**src/hdl/tcdcd_pkg.sv**
```systemverilog
// shared types, constants and display tables for the three-coil detector
`default_nettype none
package tcdcd_pkg;

    localparam int NUM_DIGITS = 4;
    localparam int BAR_LEDS   = 16;
    localparam int NUM_COILS  = 3;

    localparam int CODE_W   = 12;
    localparam int MV_W     = 10;
    localparam int CFG_W    = 10;
    localparam int CNT_W    = 4;
    localparam int SEG_W    = 8;
    localparam int AN_W     = 4;
    localparam int POS_W    = 2;
    localparam int CFG_IDX_W = 3;

    // mv = floor(code * 61 / 250), done as code * (61 * ceil(2^34 / 250)) >> 34
    localparam int          MV_SHIFT = 34;
    localparam logic [31:0] MV_RECIP = 32'd4191888097;
    localparam int          MV_PROD_W = CODE_W + 32;

    // floor(d / 6) = d * 2731 >> 14, exact for d below 1365
    localparam int          DIV6_SHIFT = 14;
    localparam logic [11:0] DIV6_RECIP = 12'd2731;

    localparam logic [SEG_W-1:0] DP_MASK     = 8'h7F;
    localparam logic [SEG_W-1:0] SEG_BLANK   = 8'hFF;
    localparam logic [AN_W-1:0]  ANODE_BLANK = 4'hF;

    localparam logic [CFG_W-1:0] RST_LEFT_THR   = 10'd120;
    localparam logic [CFG_W-1:0] RST_CENTER_THR = 10'd190;
    localparam logic [CFG_W-1:0] RST_RIGHT_THR  = 10'd60;
    localparam logic [CFG_W-1:0] RST_BLINK_PER  = 10'd1000;
    localparam logic [CFG_W-1:0] RST_BLANK_LIM  = 10'd300;

    typedef enum logic [1:0] {
        COIL_LEFT   = 2'd0,
        COIL_CENTER = 2'd1,
        COIL_RIGHT  = 2'd2
    } t_coil;

    typedef enum logic [CFG_IDX_W-1:0] {
        CFG_LEFT_THR   = 3'd0,
        CFG_CENTER_THR = 3'd1,
        CFG_RIGHT_THR  = 3'd2,
        CFG_BLINK_PER  = 3'd3,
        CFG_BLANK_LIM  = 3'd4
    } t_cfg_reg;

    typedef struct packed {
        logic                hit;
        logic [BAR_LEDS-1:0] bar;
    } t_lane_res;

    // first member sits in the top bits
    typedef struct packed {
        logic                right_hit;
        logic                center_hit;
        logic                left_hit;
        logic [BAR_LEDS-1:0] led_bar;
        logic [SEG_W-1:0]    segments;
        logic [AN_W-1:0]     anodes;
    } t_result;

    function automatic logic [SEG_W-1:0] seg_of(input logic [CNT_W-1:0] d);
        logic [SEG_W-1:0] s;
        unique case (d)
            4'h0: s = 8'hC0;
            4'h1: s = 8'hF9;
            4'h2: s = 8'hA4;
            4'h3: s = 8'hB0;
            4'h4: s = 8'h99;
            4'h5: s = 8'h92;
            4'h6: s = 8'h82;
            4'h7: s = 8'hF8;
            4'h8: s = 8'h80;
            4'h9: s = 8'h90;
            4'hA: s = 8'h88;
            4'hB: s = 8'h83;
            4'hC: s = 8'hC6;
            4'hD: s = 8'hA1;
            4'hE: s = 8'h86;
            4'hF: s = 8'h8E;
            default: s = SEG_BLANK;
        endcase
        return s;
    endfunction

    function automatic logic [AN_W-1:0] anode_of(input logic [POS_W-1:0] p);
        logic [AN_W-1:0] a;
        unique case (p)
            2'd0: a = 4'h7;
            2'd1: a = 4'hB;
            2'd2: a = 4'hD;
            2'd3: a = 4'hE;
            default: a = ANODE_BLANK;
        endcase
        return a;
    endfunction

endpackage
`default_nettype wire

```
**src/hdl/three_coil_detect_count_display.sv**
```systemverilog
// top level: stream ports, configuration registers, lane pipeline control
`default_nettype none
// Three-coil metal detector front end. Each request on the input stream carries
// three 12-bit coil codes; each produces exactly one result request holding the
// digit enables and segments for one step of the four-digit scan, the 16-LED
// proximity bar and the three hit flags. Three coil lanes work side by side
// (millivolt scaling, then threshold compare and bar), and a merge stage keeps
// the hit counts, digit patterns, scan position and blink counter. Each request
// goes through the lane millivolt, lane result and merge result registers; one
// request is taken every cycle while the output side keeps up, and empty pipeline
// stages keep taking requests while a result waits. The configuration port is
// always ready and should only be written while no request is in flight.
module three_coil_detect_count_display
    import tcdcd_pkg::*;
(
    input  wire logic                 i_clk,
    input  wire logic                 i_rst_n,
    // [11:0] left_code, [23:12] center_code, [35:24] right_code, [39:36] zero
    input  wire logic [39:0]          s_axis_tdata,
    input  wire logic                 s_axis_tvalid,
    output logic                      s_axis_tready,
    // [3:0] anodes, [11:4] segments, [27:12] led_bar, [28] left_hit,
    // [29] center_hit, [30] right_hit, [31] zero
    output logic [31:0]               m_axis_tdata,
    output logic                      m_axis_tvalid,
    input  wire logic                 m_axis_tready,
    input  wire logic                 i_cfg_valid,
    output logic                      o_cfg_ready,
    input  wire logic [CFG_IDX_W-1:0] i_cfg_index,
    input  wire logic [CFG_W-1:0]     i_cfg_data
);

    logic [CFG_W-1:0] r_thr [NUM_COILS];
    logic [CFG_W-1:0] r_blink_period;
    logic [CFG_W-1:0] r_blank_limit;

    logic r_v1, r_v2, r_ov;
    logic w_en1, w_en2, w_eno;

    t_lane_res w_lane [NUM_COILS];
    t_result   w_result;

    // bubble-collapsing advance, each stage moves when the next is free
    assign w_eno = !r_ov || m_axis_tready;
    assign w_en2 = !r_v2 || w_eno;
    assign w_en1 = !r_v1 || w_en2;

    assign s_axis_tready = w_en1;
    assign o_cfg_ready   = 1'b1;

    always_ff @(posedge i_clk) begin
        if (!i_rst_n) begin
            r_v1 <= 1'b0;
            r_v2 <= 1'b0;
            r_ov <= 1'b0;
        end else begin
            if (w_en1) begin
                r_v1 <= s_axis_tvalid;
            end
            if (w_en2) begin
                r_v2 <= r_v1;
            end
            if (w_eno) begin
                r_ov <= r_v2;
            end
        end
    end

    always_ff @(posedge i_clk) begin
        if (!i_rst_n) begin
            r_thr[COIL_LEFT]   <= RST_LEFT_THR;
            r_thr[COIL_CENTER] <= RST_CENTER_THR;
            r_thr[COIL_RIGHT]  <= RST_RIGHT_THR;
            r_blink_period     <= RST_BLINK_PER;
            r_blank_limit      <= RST_BLANK_LIM;
        end else if (i_cfg_valid) begin
            unique case (i_cfg_index)
                CFG_LEFT_THR:   r_thr[COIL_LEFT]   <= i_cfg_data;
                CFG_CENTER_THR: r_thr[COIL_CENTER] <= i_cfg_data;
                CFG_RIGHT_THR:  r_thr[COIL_RIGHT]  <= i_cfg_data;
                CFG_BLINK_PER:  r_blink_period     <= i_cfg_data;
                CFG_BLANK_LIM:  r_blank_limit      <= i_cfg_data;
                default: ;
            endcase
        end
    end

    tcdcd_lane #(.COIL(COIL_LEFT)) u_lane_left (
        .i_clk  (i_clk),
        .i_en1  (w_en1),
        .i_en2  (w_en2),
        .i_code (s_axis_tdata[11:0]),
        .i_thr  (r_thr[COIL_LEFT]),
        .o_res  (w_lane[COIL_LEFT])
    );

    tcdcd_lane #(.COIL(COIL_CENTER)) u_lane_center (
        .i_clk  (i_clk),
        .i_en1  (w_en1),
        .i_en2  (w_en2),
        .i_code (s_axis_tdata[23:12]),
        .i_thr  (r_thr[COIL_CENTER]),
        .o_res  (w_lane[COIL_CENTER])
    );

    tcdcd_lane #(.COIL(COIL_RIGHT)) u_lane_right (
        .i_clk  (i_clk),
        .i_en1  (w_en1),
        .i_en2  (w_en2),
        .i_code (s_axis_tdata[35:24]),
        .i_thr  (r_thr[COIL_RIGHT]),
        .o_res  (w_lane[COIL_RIGHT])
    );

    tcdcd_merge u_merge (
        .i_clk          (i_clk),
        .i_rst_n        (i_rst_n),
        .i_take         (r_v2 && w_eno),
        .i_lane         (w_lane),
        .i_blink_period (r_blink_period),
        .i_blank_limit  (r_blank_limit),
        .o_result       (w_result)
    );

    assign m_axis_tvalid = r_ov;
    assign m_axis_tdata  = {1'b0, w_result};

    // an accepted request always lands in the first stage
    a_accept_lands: assert property (@(posedge i_clk) disable iff (!i_rst_n)
        (s_axis_tvalid && s_axis_tready) |=> r_v1)
        else $error("accepted request lost at stage one");

    // a held stage keeps its request
    a_stage2_held: assert property (@(posedge i_clk) disable iff (!i_rst_n)
        (r_v2 && !w_eno) |=> r_v2)
        else $error("stage two request dropped while stalled");

    // at most one digit enabled at a time
    a_one_digit: assert property (@(posedge i_clk) disable iff (!i_rst_n)
        m_axis_tvalid |-> ($countones(~w_result.anodes) <= 1))
        else $error("more than one digit enabled");

    // the OR of thermometer codes is itself a thermometer code
    a_bar_thermo: assert property (@(posedge i_clk) disable iff (!i_rst_n)
        m_axis_tvalid |-> ((w_result.led_bar & (w_result.led_bar + 16'd1)) == 16'd0))
        else $error("led bar is not a thermometer code");

endmodule
`default_nettype wire

```
**src/hdl/tcdcd_lane.sv**
```systemverilog
// one coil lane: code to millivolts, hit compare and proximity bar
`default_nettype none
module tcdcd_lane
    import tcdcd_pkg::*;
#(
    parameter t_coil COIL = COIL_LEFT
) (
    input  wire logic              i_clk,
    input  wire logic              i_en1,
    input  wire logic              i_en2,
    input  wire logic [CODE_W-1:0] i_code,
    input  wire logic [CFG_W-1:0]  i_thr,
    output t_lane_res              o_res
);

    logic [MV_PROD_W-1:0] w_prod;
    logic [MV_W-1:0]      r_mv;
    logic [MV_W-1:0]      w_drop;
    logic [MV_W-1:0]      w_quot;
    logic [21:0]          w_div6;
    logic                 w_hit;
    logic [BAR_LEDS-1:0]  w_bar;
    t_lane_res            r_res;

    assign w_prod = {32'd0, i_code} * {12'd0, MV_RECIP};

    always_ff @(posedge i_clk) begin
        if (i_en1) begin
            r_mv <= w_prod[MV_SHIFT +: MV_W];
        end
    end

    assign w_drop = (i_thr > r_mv) ? (i_thr - r_mv) : '0;
    assign w_div6 = {12'd0, w_drop} * {10'd0, DIV6_RECIP};

    always_comb begin
        unique case (COIL)
            COIL_LEFT: begin
                w_hit  = (r_mv < i_thr);
                w_quot = {2'd0, w_div6[DIV6_SHIFT +: 8]};
            end
            COIL_CENTER: begin
                w_hit  = (r_mv < i_thr);
                w_quot = {2'd0, w_drop[MV_W-1:2]};
            end
            COIL_RIGHT: begin
                w_hit  = (r_mv > i_thr);
                w_quot = {1'b0, w_drop[MV_W-1:1]};
            end
            default: begin
                w_hit  = 1'b0;
                w_quot = '0;
            end
        endcase
    end

    // thermometer code, full bar once the quotient reaches the led count
    assign w_bar = (w_quot >= MV_W'(BAR_LEDS)) ? '1
                 : ((BAR_LEDS'(1) << w_quot[3:0]) - BAR_LEDS'(1));

    always_ff @(posedge i_clk) begin
        if (i_en2) begin
            r_res.hit <= w_hit;
            r_res.bar <= w_bar;
        end
    end

    assign o_res = r_res;

endmodule
`default_nettype wire

```
**src/hdl/tcdcd_merge.sv**
```systemverilog
// merge stage: hit counting, digit patterns, scan and blink, result register
`default_nettype none
module tcdcd_merge
    import tcdcd_pkg::*;
(
    input  wire logic             i_clk,
    input  wire logic             i_rst_n,
    input  wire logic             i_take,
    input  wire t_lane_res        i_lane [NUM_COILS],
    input  wire logic [CFG_W-1:0] i_blink_period,
    input  wire logic [CFG_W-1:0] i_blank_limit,
    output t_result               o_result
);

    localparam logic [POS_W-1:0] LAST_DIGIT = POS_W'(NUM_DIGITS - 1);

    logic [NUM_COILS-1:0] r_flags;
    logic [CNT_W-1:0]     r_coil [NUM_COILS];
    logic [CNT_W-1:0]     r_total;
    logic [SEG_W-1:0]     r_pat  [NUM_DIGITS];
    logic [POS_W-1:0]     r_pos;
    logic [CFG_W-1:0]     r_blink;
    t_result              r_res;

    logic [NUM_COILS-1:0] w_now;
    logic [NUM_COILS-1:0] w_rise;
    logic [CNT_W-1:0]     n_coil [NUM_COILS];
    logic [CNT_W-1:0]     n_total;
    logic [SEG_W-1:0]     n_pat  [NUM_DIGITS];
    logic [CFG_W-1:0]     w_blink_inc;
    logic [CFG_W-1:0]     n_blink;
    logic [BAR_LEDS-1:0]  w_bar;
    t_result              n_res;

    always_comb begin
        for (int i = 0; i < NUM_COILS; i++) begin
            w_now[i] = i_lane[i].hit;
        end
        w_rise  = w_now & ~r_flags;
        for (int i = 0; i < NUM_COILS; i++) begin
            n_coil[i] = r_coil[i] + CNT_W'(w_rise[i]);
        end
        n_total = r_total + CNT_W'(w_rise[COIL_LEFT]) + CNT_W'(w_rise[COIL_CENTER])
                + CNT_W'(w_rise[COIL_RIGHT]);

        // digit order on the display: left, center, right, total
        n_pat[0] = seg_of(n_total);
        n_pat[1] = seg_of(n_coil[COIL_RIGHT])  & (w_now[COIL_RIGHT]  ? DP_MASK : SEG_BLANK);
        n_pat[2] = seg_of(n_coil[COIL_CENTER]) & (w_now[COIL_CENTER] ? DP_MASK : SEG_BLANK);
        n_pat[3] = seg_of(n_coil[COIL_LEFT])   & (w_now[COIL_LEFT]   ? DP_MASK : SEG_BLANK);

        w_blink_inc = r_blink + CFG_W'(1);
        n_blink     = (w_blink_inc == i_blink_period) ? '0 : w_blink_inc;

        w_bar = i_lane[COIL_LEFT].bar | i_lane[COIL_CENTER].bar | i_lane[COIL_RIGHT].bar;

        n_res.anodes     = (r_blink <= i_blank_limit) ? ANODE_BLANK : anode_of(r_pos);
        n_res.segments   = r_pat[LAST_DIGIT - r_pos];
        n_res.led_bar    = w_bar;
        n_res.left_hit   = w_now[COIL_LEFT];
        n_res.center_hit = w_now[COIL_CENTER];
        n_res.right_hit  = w_now[COIL_RIGHT];
    end

    always_ff @(posedge i_clk) begin
        if (!i_rst_n) begin
            r_flags <= '0;
            r_total <= '0;
            r_pos   <= '0;
            r_blink <= '0;
            for (int i = 0; i < NUM_COILS; i++) begin
                r_coil[i] <= '0;
            end
            for (int i = 0; i < NUM_DIGITS; i++) begin
                r_pat[i] <= SEG_BLANK;
            end
        end else if (i_take) begin
            r_flags <= w_now;
            r_total <= n_total;
            r_pos   <= r_pos + POS_W'(1);
            r_blink <= n_blink;
            for (int i = 0; i < NUM_COILS; i++) begin
                r_coil[i] <= n_coil[i];
            end
            for (int i = 0; i < NUM_DIGITS; i++) begin
                r_pat[i] <= n_pat[i];
            end
        end
    end

    always_ff @(posedge i_clk) begin
        if (i_take) begin
            r_res <= n_res;
        end
    end

    assign o_result = r_res;

endmodule
`default_nettype wire
```
**config.mk**
```make
export PLATFORM = sky130hd
export DESIGN_NAME = three_coil_detect_count_display
export DESIGN_NICKNAME = d
export VERILOG_FILES = /design/src/hdl/tcdcd_pkg.sv /design/src/hdl/three_coil_detect_count_display.sv /design/src/hdl/tcdcd_lane.sv /design/src/hdl/tcdcd_merge.sv
export SDC_FILE = /design/constraint.sdc
export NUM_CORES = 1
export LEC_CHECK = 0
export BUFFER_PORTS_ARGS = -buffer_cell sky130_fd_sc_hd__clkbuf_2
export CORE_MARGIN = 5
export CORE_UTILIZATION = 50
export CTS_CLUSTER_DIAMETER = 120
export DETAILED_ROUTE_END_ITERATION = 8
export PLACE_DENSITY = 0.66
export SLEW_MARGIN = 25
export SYNTH_ARGS = -nofsm -noshare
export SYNTH_HDL_FRONTEND = slang
export SYNTH_SLANG_ARGS = --single-unit
```
**constraint.sdc**
```tcl
create_clock -name i_clk -period 15.87 [get_ports i_clk]
set_input_delay 0.7935 -clock i_clk [delete_from_list [all_inputs] [get_ports i_clk]]
set_output_delay 0.7935 -clock i_clk [all_outputs]
set_load 0.005 [all_outputs]
```
==> results.toml, run 1 <==
[placement]
portBuffers = 86
finalWeightedCongestion = 0.936
dp_hpwl_um = 51800

[setup_path]
cp_slowest_cell = "nor3_1"
path_depth = 33
cp-startpoint = "r_thr[0][0]$_DFFE_PP_"
cp_num_buf_inv = 4
cp-endpoint = "u_lane_left.o_res[10]$_SDFFCE_PP1P_"
worstRegToRegCells = 33
critical_path.top_delay_family = "adder cells"
crit_path_max_incr_delay_ns = 0.71
path_class = "reg -> reg"
rrSetupSlack_ns = 7.37
r2r_start = "r_thr[0][0]$_DFFE_PP_"
cp-end-kind = "flop"
worstPathArrival_ns = 8.70
start_kind = "flop"
cp_max_fo = 12
worst_ep_required_time_ns = 16.07
r2r-end = "u_lane_left.o_res[10]$_SDFFCE_PP1P_"

[detailed_routing]
antenna_left = 0
routed_wl_um = 60500
drt-initial-drc-count = 985
dr.pass1.iters = 6
drcViolationCount = 0
avgRoutedWirePerCell_um = 16.6
via_per_inst = 5.25
vias = 19100

[cts]
cts_buffer_depth = 3
clk-insertion-delay-late_ns = 0.51
cts_tree = "built"
cts_resized = 0
clk_pin_slew_worst_paths_ns = 0.07
cts_hold_buf = 0
cts.sinks = 227
clockRootBuffer = "clkbuf_16"
cts_made_buffers = 24
postCtsSetupBuffers = 0
htreeDepth = 1

[grt]
grt_pass1_vias = 20700
antenna_found_initial = 0
grt-ovfl-total = 0
grtUsageTotal_pct = 19.6
grt_pass1_wl_um = 103000
grt_max_degree = 52

[floorplan]
io_pins = 93
fp.dieH_um = 251
core-area_um2 = 57600
die_width_um = 251
start_util_pct = 50.4
die_area_um2 = 63000
num_rows = 88

[sta]
finalSetupTns_ns = 0
final-setup-viol-count = 0
fmax_mhz = 118
period_share_pct = 53.6
slew_viol_final = 0
min_period_ns = 8.50
relSlewSlack_pct = 32.3
tightest_slew_ns = 1.02
grt_setup_unrepaired = "false"
hold_violations = 0
worst_clock_skew_ns = 0.00840

[synthesis]
synth_ff_type = "edfxtp_1"
syn_nets = 3714
yosysSeqAreaShare_pct = 22.0
yosysWarnings = 0
synthTopCellsByCount = "664 x inv_1, 488 x ha_1, 393 x fa_1"
ys_types = 80
synth-edff-count = 185
synth_seq_cells = 227
synth_area_um2 = 29000
synth_top_cell_by_area = "fa_1"
netlist_instances = 2775
syn_avg_cell_area_um2 = 10.5
ys_top_cells_by_area = "fa_1 27%, ha_1 21%, edfxtp_1 19%"
yosysMostFrequentCell = "inv_1"
async_flop_share_pct = 0
netlist.area_leader.share_pct = 27.1

[final_layout]
syn2layout_area_growth_pct = 7.46
drive_gt1_share_pct = 5.98
antennaDiodeCount = 0
area.sequential_um2 = 6400
nFillCells = 5008
nets = 3796
multi_input_area_um2 = 20000

[run]
maxCapViolations = 0

[run_status]
outcome = "complete, no violations"

[hold_path]
worstHoldStart = "u_merge.r_flags[1]$_SDFFE_PN0P_"
hold_path.class = "reg -> reg"
hold_depth = 2
-- placed cells by master (no fill, tap or decap), types with 10 or more instances in the layout --
master,n
a211oi_1,10
a21boi_0,12
a21o_1,38
a21oi_1,83
a31oi_1,10
and2_1,22
and3_1,19
clkbuf_16,25
clkbuf_2,86
dfxtp_1,42
edfxtp_1,185
fa_1,393
ha_1,488
inv_1,663
mux2i_1,14
mux4_2,11
nand2_1,162
nand2b_1,26
nand3_1,48
nand4_1,17
nor2_1,88
nor2b_1,22
nor3_1,29
o211ai_1,18
o21a_1,14
o21ai_0,64
o21ai_1,10
o221ai_1,16
or3_1,24
xnor2_1,57
xor2_1,31
-- worst min-delay path by stage --
stage                                            endpoint  slack [ns]
after floorplan           u_merge.r_flags[0]$_SDFFE_PN0P_        0.42
after global routing      u_merge.r_flags[0]$_SDFFE_PN0P_        0.48
after CTS                 u_merge.r_flags[1]$_SDFFE_PN0P_        0.45
after global placement    u_merge.r_flags[0]$_SDFFE_PN0P_        0.43
final                     u_merge.r_flags[1]$_SDFFE_PN0P_        0.45
after detailed placement  u_merge.r_flags[2]$_SDFFE_PN0P_        0.44
-- per-stage QoR --
step                cells  instance area [um^2]  hold slack (ns)  utilization (%)  setup slack, ns
floorplan            2775                 29000            0.423                -             8.21
global placement     3596                 30300            0.432             52.7             7.55
detailed placement   3596                 30400            0.440             52.7             7.38
CTS                  3640                 31200            0.452             54.1             7.35
global route         3640                 31200            0.479             54.2             6.67
finish               3640                 31200            0.450             54.2             7.37
-- metal layers --
layer | share of wire, % | vias up | track usage [%]
met4 | 2.2 | 0 | 4.04
li1 | - | 9269 | -
met1 | 45 | 9417 | 26.8
met5 | 0 | - | 0
met2 | 49 | 348 | 34.6
met3 | 3.6 | 87 | 1.77
-- tightest hold or removal path, cell delays in order (launching register included) --
cell and delay (ns):
dfxtp_1 0.31, nand2_1 0.05, nand2_1 0.05
-- layout make-up --
cell class	instances	share of cell area (%)
clock buffer	29	2.12
clock inverter	15	0.457
tap	765	3.07
sequential	227	20.5
inverter	665	8.00
multi-input combinational	1846	64.3
timing repair buffer	93	1.55
-- logic make-up after synthesis --
group	share of synthesized area, %
AOI/OAI and AO/OA	8.28
xor gates and xnor gates	2.83
adders and majority gates	48.2
buffers and inverters	9.13
DFF	22.0
muxes	1.38
other	0.0259
and+or+nand+nor	8.17
-- state kept, by name, summed over array words and instances (netlist names) --
signal / flops
u_merge.r_coil: 12
r_blink_period: 10
u_merge.r_pat: 31
u_lane_right.o_res: 17
u_merge.r_blink: 10
r_v1: 1
r_v2: 1
u_merge.r_total: 4
u_lane_center.o_res: 17
u_lane_left.o_res: 17
m_axis_tvalid: 1
u_lane_center.r_mv: 10
u_merge.r_pos: 2
u_lane_left.r_mv: 10
u_merge.o_result: 31
r_blank_limit: 10
u_merge.r_flags: 3
r_thr: 30
u_lane_right.r_mv: 10
Power of run 1 is left out: the tool's default activity adds up to more than one toggle a clock period on the data nets, which glitch-free logic cannot reach.
==> run 2, diff against run 1 <==
==> constraint.sdc (replaced) <==
create_clock -name i_clk -period 7.9 [get_ports i_clk]
set_input_delay 0.395 -clock i_clk [delete_from_list [all_inputs] [get_ports i_clk]]
set_output_delay 0.395 -clock i_clk [all_outputs]
set_load 0.005 [all_outputs]
==> results.toml, run 2 (same netlist as run 1, synthesis figures left out) <==
[run_status]
outcome = "complete, no violations"

[hold_path]
hold_path.class = "in -> reg"

[cts]
cts_tree = "built"
clk_pin_slew_worst_paths_ns = 0.06
cts_hold_buf = 0
cts.sinks = 227
htreeDepth = 1
cts_made_buffers = 24
clockRootBuffer = "clkbuf_16"
cts_buffer_depth = 3
clk-insertion-delay-late_ns = 0.51

[sta]
period_share_pct = 95.1
slew_viol_final = 0
min_period_ns = 7.51
finalSetupTns_ns = 0
relSlewSlack_pct = 39.2
worst_clock_skew_ns = 0.00925
tightest_slew_ns = 0.909
final-setup-viol-count = 0
hold_violations = 0
fmax_mhz = 133

[setup_path]
r2r_start = "r_thr[0][1]$_DFFE_PP_"
cp-startpoint = "r_thr[0][1]$_DFFE_PP_"
worstRegToRegCells = 34
worstPathArrival_ns = 7.78
cp_slowest_cell = "fa_1"
worst_ep_required_time_ns = 8.17
cp_max_fo = 7
r2r-end = "u_lane_left.o_res[2]$_SDFFCE_PP1P_"
rrSetupSlack_ns = 0.39
cpMostUsedCell = "fa_1"
cp-end-kind = "flop"
start_kind = "flop"
path_class = "reg -> reg"
crit_path_max_incr_delay_ns = 0.53
cp-endpoint = "u_lane_left.o_res[2]$_SDFFCE_PP1P_"

[floorplan]
io_pins = 93
start_util_pct = 50.4
core-area_um2 = 57600
num_rows = 88
fp.dieH_um = 251
die_area_um2 = 63000
die_width_um = 251

[grt]
grt-ovfl-total = 0
use_met3_pct = 1.43
grt_pass1_wl_um = 103000
grtUsageTotal_pct = 19.6
grtUsageMet2_pct = 34.0
top_usage_layer = "met2"
met1_usage_pct = 27.6
grt_max_degree = 52
antenna_found_initial = 0
grt_pass1_vias = 20300

[placement]
finalWeightedCongestion = 0.924
dp_hpwl_um = 52400
dp.cells = 3604
portBuffers = 86

[final_layout]
drive_gt1_share_pct = 6.95
antennaDiodeCount = 0
finish.utilization_pct = 54.5
nets = 3813
fin_cells = 3657
final_cell_mix = "663 x inv_1, 487 x ha_1, 393 x fa_1"
layout_commonest_cell = "inv_1"
syn2layout_area_growth_pct = 8.19
nFillCells = 4987

[detailed_routing]
vias = 19200
dr.pass1.iters = 5
avgRoutedWirePerCell_um = 16.8
routed_wl_um = 61500
drt-initial-drc-count = 1021
via_per_inst = 5.25
antenna_left = 0
drcViolationCount = 0

[run]
maxCapViolations = 0
[run 2: layer usage]
metal  wire [um]  vias up
met5           0        -
met4        1080        0
met3        2370       84
met2       29900      392
met1       28100     9435
li1            -     9300
[run 2: worst min-delay path by stage]
stage,startpoint,endpoint,slack (ns),cells past startpoint
final,s_axis_tvalid,r_v1$_SDFFE_PN0P_,0.14,3
after global routing,s_axis_tvalid,r_v1$_SDFFE_PN0P_,0.15,3
after CTS,s_axis_tvalid,r_v1$_SDFFE_PN0P_,0.13,3
after detailed placement,u_merge.r_flags[1]$_SDFFE_PN0P_,u_merge.r_flags[1]$_SDFFE_PN0P_,0.44,2
after global placement,u_merge.r_flags[0]$_SDFFE_PN0P_,u_merge.r_flags[0]$_SDFFE_PN0P_,0.43,2
after floorplan,u_merge.r_flags[0]$_SDFFE_PN0P_,u_merge.r_flags[0]$_SDFFE_PN0P_,0.42,2
[run 2: area by class of cell]
cell class / instances / area [um^2] / area share (%)
multi-input cells: 1846 / 20100 / 64.1
clock inverters: 14 / 123 / 0.391
inverters: 665 / 2500 / 7.95
well taps: 765 / 957 / 3.05
clock buffers: 30 / 684 / 2.18
repair buffers: 110 / 612 / 1.95
flip-flops and latches: 227 / 6400 / 20.4
[run 2: through the flow]
stage	hold slack, ns	cell area, um^2	setup WS [ns]
global placement	0.431	30400	0.0590
finish	0.137	31400	0.388
floorplan	0.423	29000	0.243
detailed placement	0.437	30400	-0.157
global route	0.147	31400	-0.0615
CTS	0.126	31200	0.0182
[run 2: critical path: cells and delay by family, from the launching register on]
kind	cells	cell delay, ns
adder cells (fa/ha/maj)	8	2.92
AO/OA/AOI/OAI	14	2.38
AND/OR/NAND/NOR	5	0.68
buffers and inverters	5	0.59
flip-flops	1	0.42
XOR/XNOR	2	0.28
[run 2: what timing repair did]
item | CTS | global route
gates cloned | 0 | 1
gates resized for setup | 2 | 19
setup buffers | 0 | 8
setup endpoints to repair | 5 | 14
pin swaps | 0 | 10
Power of run 2 is left out for the same reason.
==> run 3, diff against run 2 <==
==> constraint.sdc (replaced) <==
create_clock -name i_clk -period 8.2 [get_ports i_clk]
set_input_delay 0.41 -clock i_clk [delete_from_list [all_inputs] [get_ports i_clk]]
set_output_delay 0.41 -clock i_clk [all_outputs]
set_load 0.005 [all_outputs]
==> results.toml, run 3 (same netlist as run 1, synthesis figures left out) <==
[run_status]
outcome = "complete, no violations"

[sta]
min_period_ns = 7.83
fmax_mhz = 128
tightest_slew_ns = 0.937
hold_slack_ns = 0.147
finalSetupTns_ns = 0
worst_clock_skew_ns = 0.0117
slew_viol_final = 0
period_share_pct = 95.5
relSlewSlack_pct = 37.6
hold_violations = 0
final-setup-viol-count = 0

[floorplan]
io_pins = 93
num_rows = 88
die_area_um2 = 63000
start_util_pct = 50.4
die_width_um = 251
fp.dieH_um = 251
core-area_um2 = 57600

[setup_path]
cp-endpoint = "u_lane_left.o_res[10]$_SDFFCE_PP1P_"
cp_slowest_cell = "fa_1"
r2r_start = "r_thr[0][1]$_DFFE_PP_"
cp-startpoint = "r_thr[0][1]$_DFFE_PP_"
rrSetupSlack_ns = 0.37
cp-end-kind = "flop"
path_class = "reg -> reg"
crit_path_max_incr_delay_ns = 0.53
r2r-end = "u_lane_left.o_res[10]$_SDFFCE_PP1P_"
worstPathArrival_ns = 8.05
start_kind = "flop"
worstRegToRegCells = 34
worst_ep_required_time_ns = 8.42
cpMostUsedCell = "a21oi_1"
cp_max_fo = 12

[grt]
grt_max_degree = 52
grt_pass1_vias = 20700
grt-ovfl-total = 0
grt_pass1_wl_um = 105000
grtUsageTotal_pct = 19.9
antenna_found_initial = 0

[detailed_routing]
drt-initial-drc-count = 952
drcViolationCount = 0
avgRoutedWirePerCell_um = 16.9
routed_wl_um = 61600
via_per_inst = 5.27
dr.pass1.iters = 6
vias = 19200
antenna_left = 0

[cts]
cts_made_buffers = 24
cts_buffer_depth = 3
htreeDepth = 1
clk_pin_slew_worst_paths_ns = 0.06
cts_tree = "built"
clockRootBuffer = "clkbuf_16"
clk-insertion-delay-late_ns = 0.51
cts.sinks = 227

[placement]
dp_hpwl_um = 52700
finalWeightedCongestion = 0.941
placed_cell_area_um2 = 30400
portBuffers = 86

[final_layout]
nets = 3805
area.sequential_um2 = 6400
layout_commonest_cell = "inv_1"
finish.utilization_pct = 54.3
final_cell_mix = "663 x inv_1, 487 x ha_1, 393 x fa_1"
drive_gt1_share_pct = 6.35
antennaDiodeCount = 0
final_area_um2 = 31300
multi_input_area_um2 = 20100
nFillCells = 4921
syn2layout_area_growth_pct = 7.70

[hold_path]
hold_path.class = "in -> reg"

[run]
maxCapViolations = 0
[run 3: changes by cell type in the layout (fill, tap and decap cells not counted), moves of 2 or more]
cell      previous run  this run
clkbuf_8             4         2
buf_4               22        16
a21oi_2              5         2
a21oi_1             80        83
clkinv_2             3         5
o21ai_2              4         2
clkinv_4             2         0
[run 3: worst min-delay path by stage]
stage | slack, ns | startpoint | endpoint | depth (start not counted)
floorplan | 0.42 | u_merge.r_flags[0]$_SDFFE_PN0P_ | u_merge.r_flags[0]$_SDFFE_PN0P_ | 2
global placement | 0.43 | u_merge.r_flags[0]$_SDFFE_PN0P_ | u_merge.r_flags[0]$_SDFFE_PN0P_ | 2
detailed placement | 0.44 | u_merge.r_flags[0]$_SDFFE_PN0P_ | u_merge.r_flags[0]$_SDFFE_PN0P_ | 2
CTS | 0.14 | s_axis_tvalid | r_v1$_SDFFE_PN0P_ | 3
global route | 0.15 | s_axis_tvalid | r_v1$_SDFFE_PN0P_ | 3
finish | 0.15 | s_axis_tvalid | r_v1$_SDFFE_PN0P_ | 3
[run 3: layout make-up]
| class | instances | area share (%) |
|---|---|---|
| Tap cell | 765 | 3.06 |
| Sequential cell | 227 | 20.5 |
| Clock buffer | 29 | 2.11 |
| Inverter | 665 | 7.99 |
| Timing Repair Buffer | 102 | 1.76 |
| Clock inverter | 15 | 0.408 |
| Multi-Input combinational cell | 1846 | 64.2 |
[run 3: per-layer routing]
metal	vias to the layer above	track usage, %	share of wire, %
li1	9288	-	-
met1	9435	26.9	44
met2	419	35.3	49
met3	75	1.94	4.1
met4	0	3.91	2.0
met5	-	0	0
[run 3: critical path, delay by kind of cell (launching register included)]
family / cells / cell delay, ns
compound gates: 16 / 2.85
xor+xnor: 1 / 0.15
fa+ha+maj: 8 / 2.95
buf+inv: 4 / 0.44
flops: 1 / 0.42
simple gates: 5 / 0.72
[run 3: repair_timing]
| action | 4_1_cts | 5_1_grt |
|---|---|---|
| resized for setup | 1 | 7 |
| pin swaps | 0 | 4 |
| setup endpoints to repair | 2 | 7 |
| hold buffers | 0 | 0 |
| setup buffers | 0 | 3 |
| endpoints found under the hold margin | 0 | 0 |
[run 3: metrics by stage]
stage / std cells / worst slack (ns)
finish: 3649 / 0.366
global route: 3649 / -0.0254
CTS: 3646 / 0.0435
detailed placement: 3602 / -0.000200
global placement: 3602 / 0.306
floorplan: 2775 / 0.543
Power of run 3 is left out for the same reason.
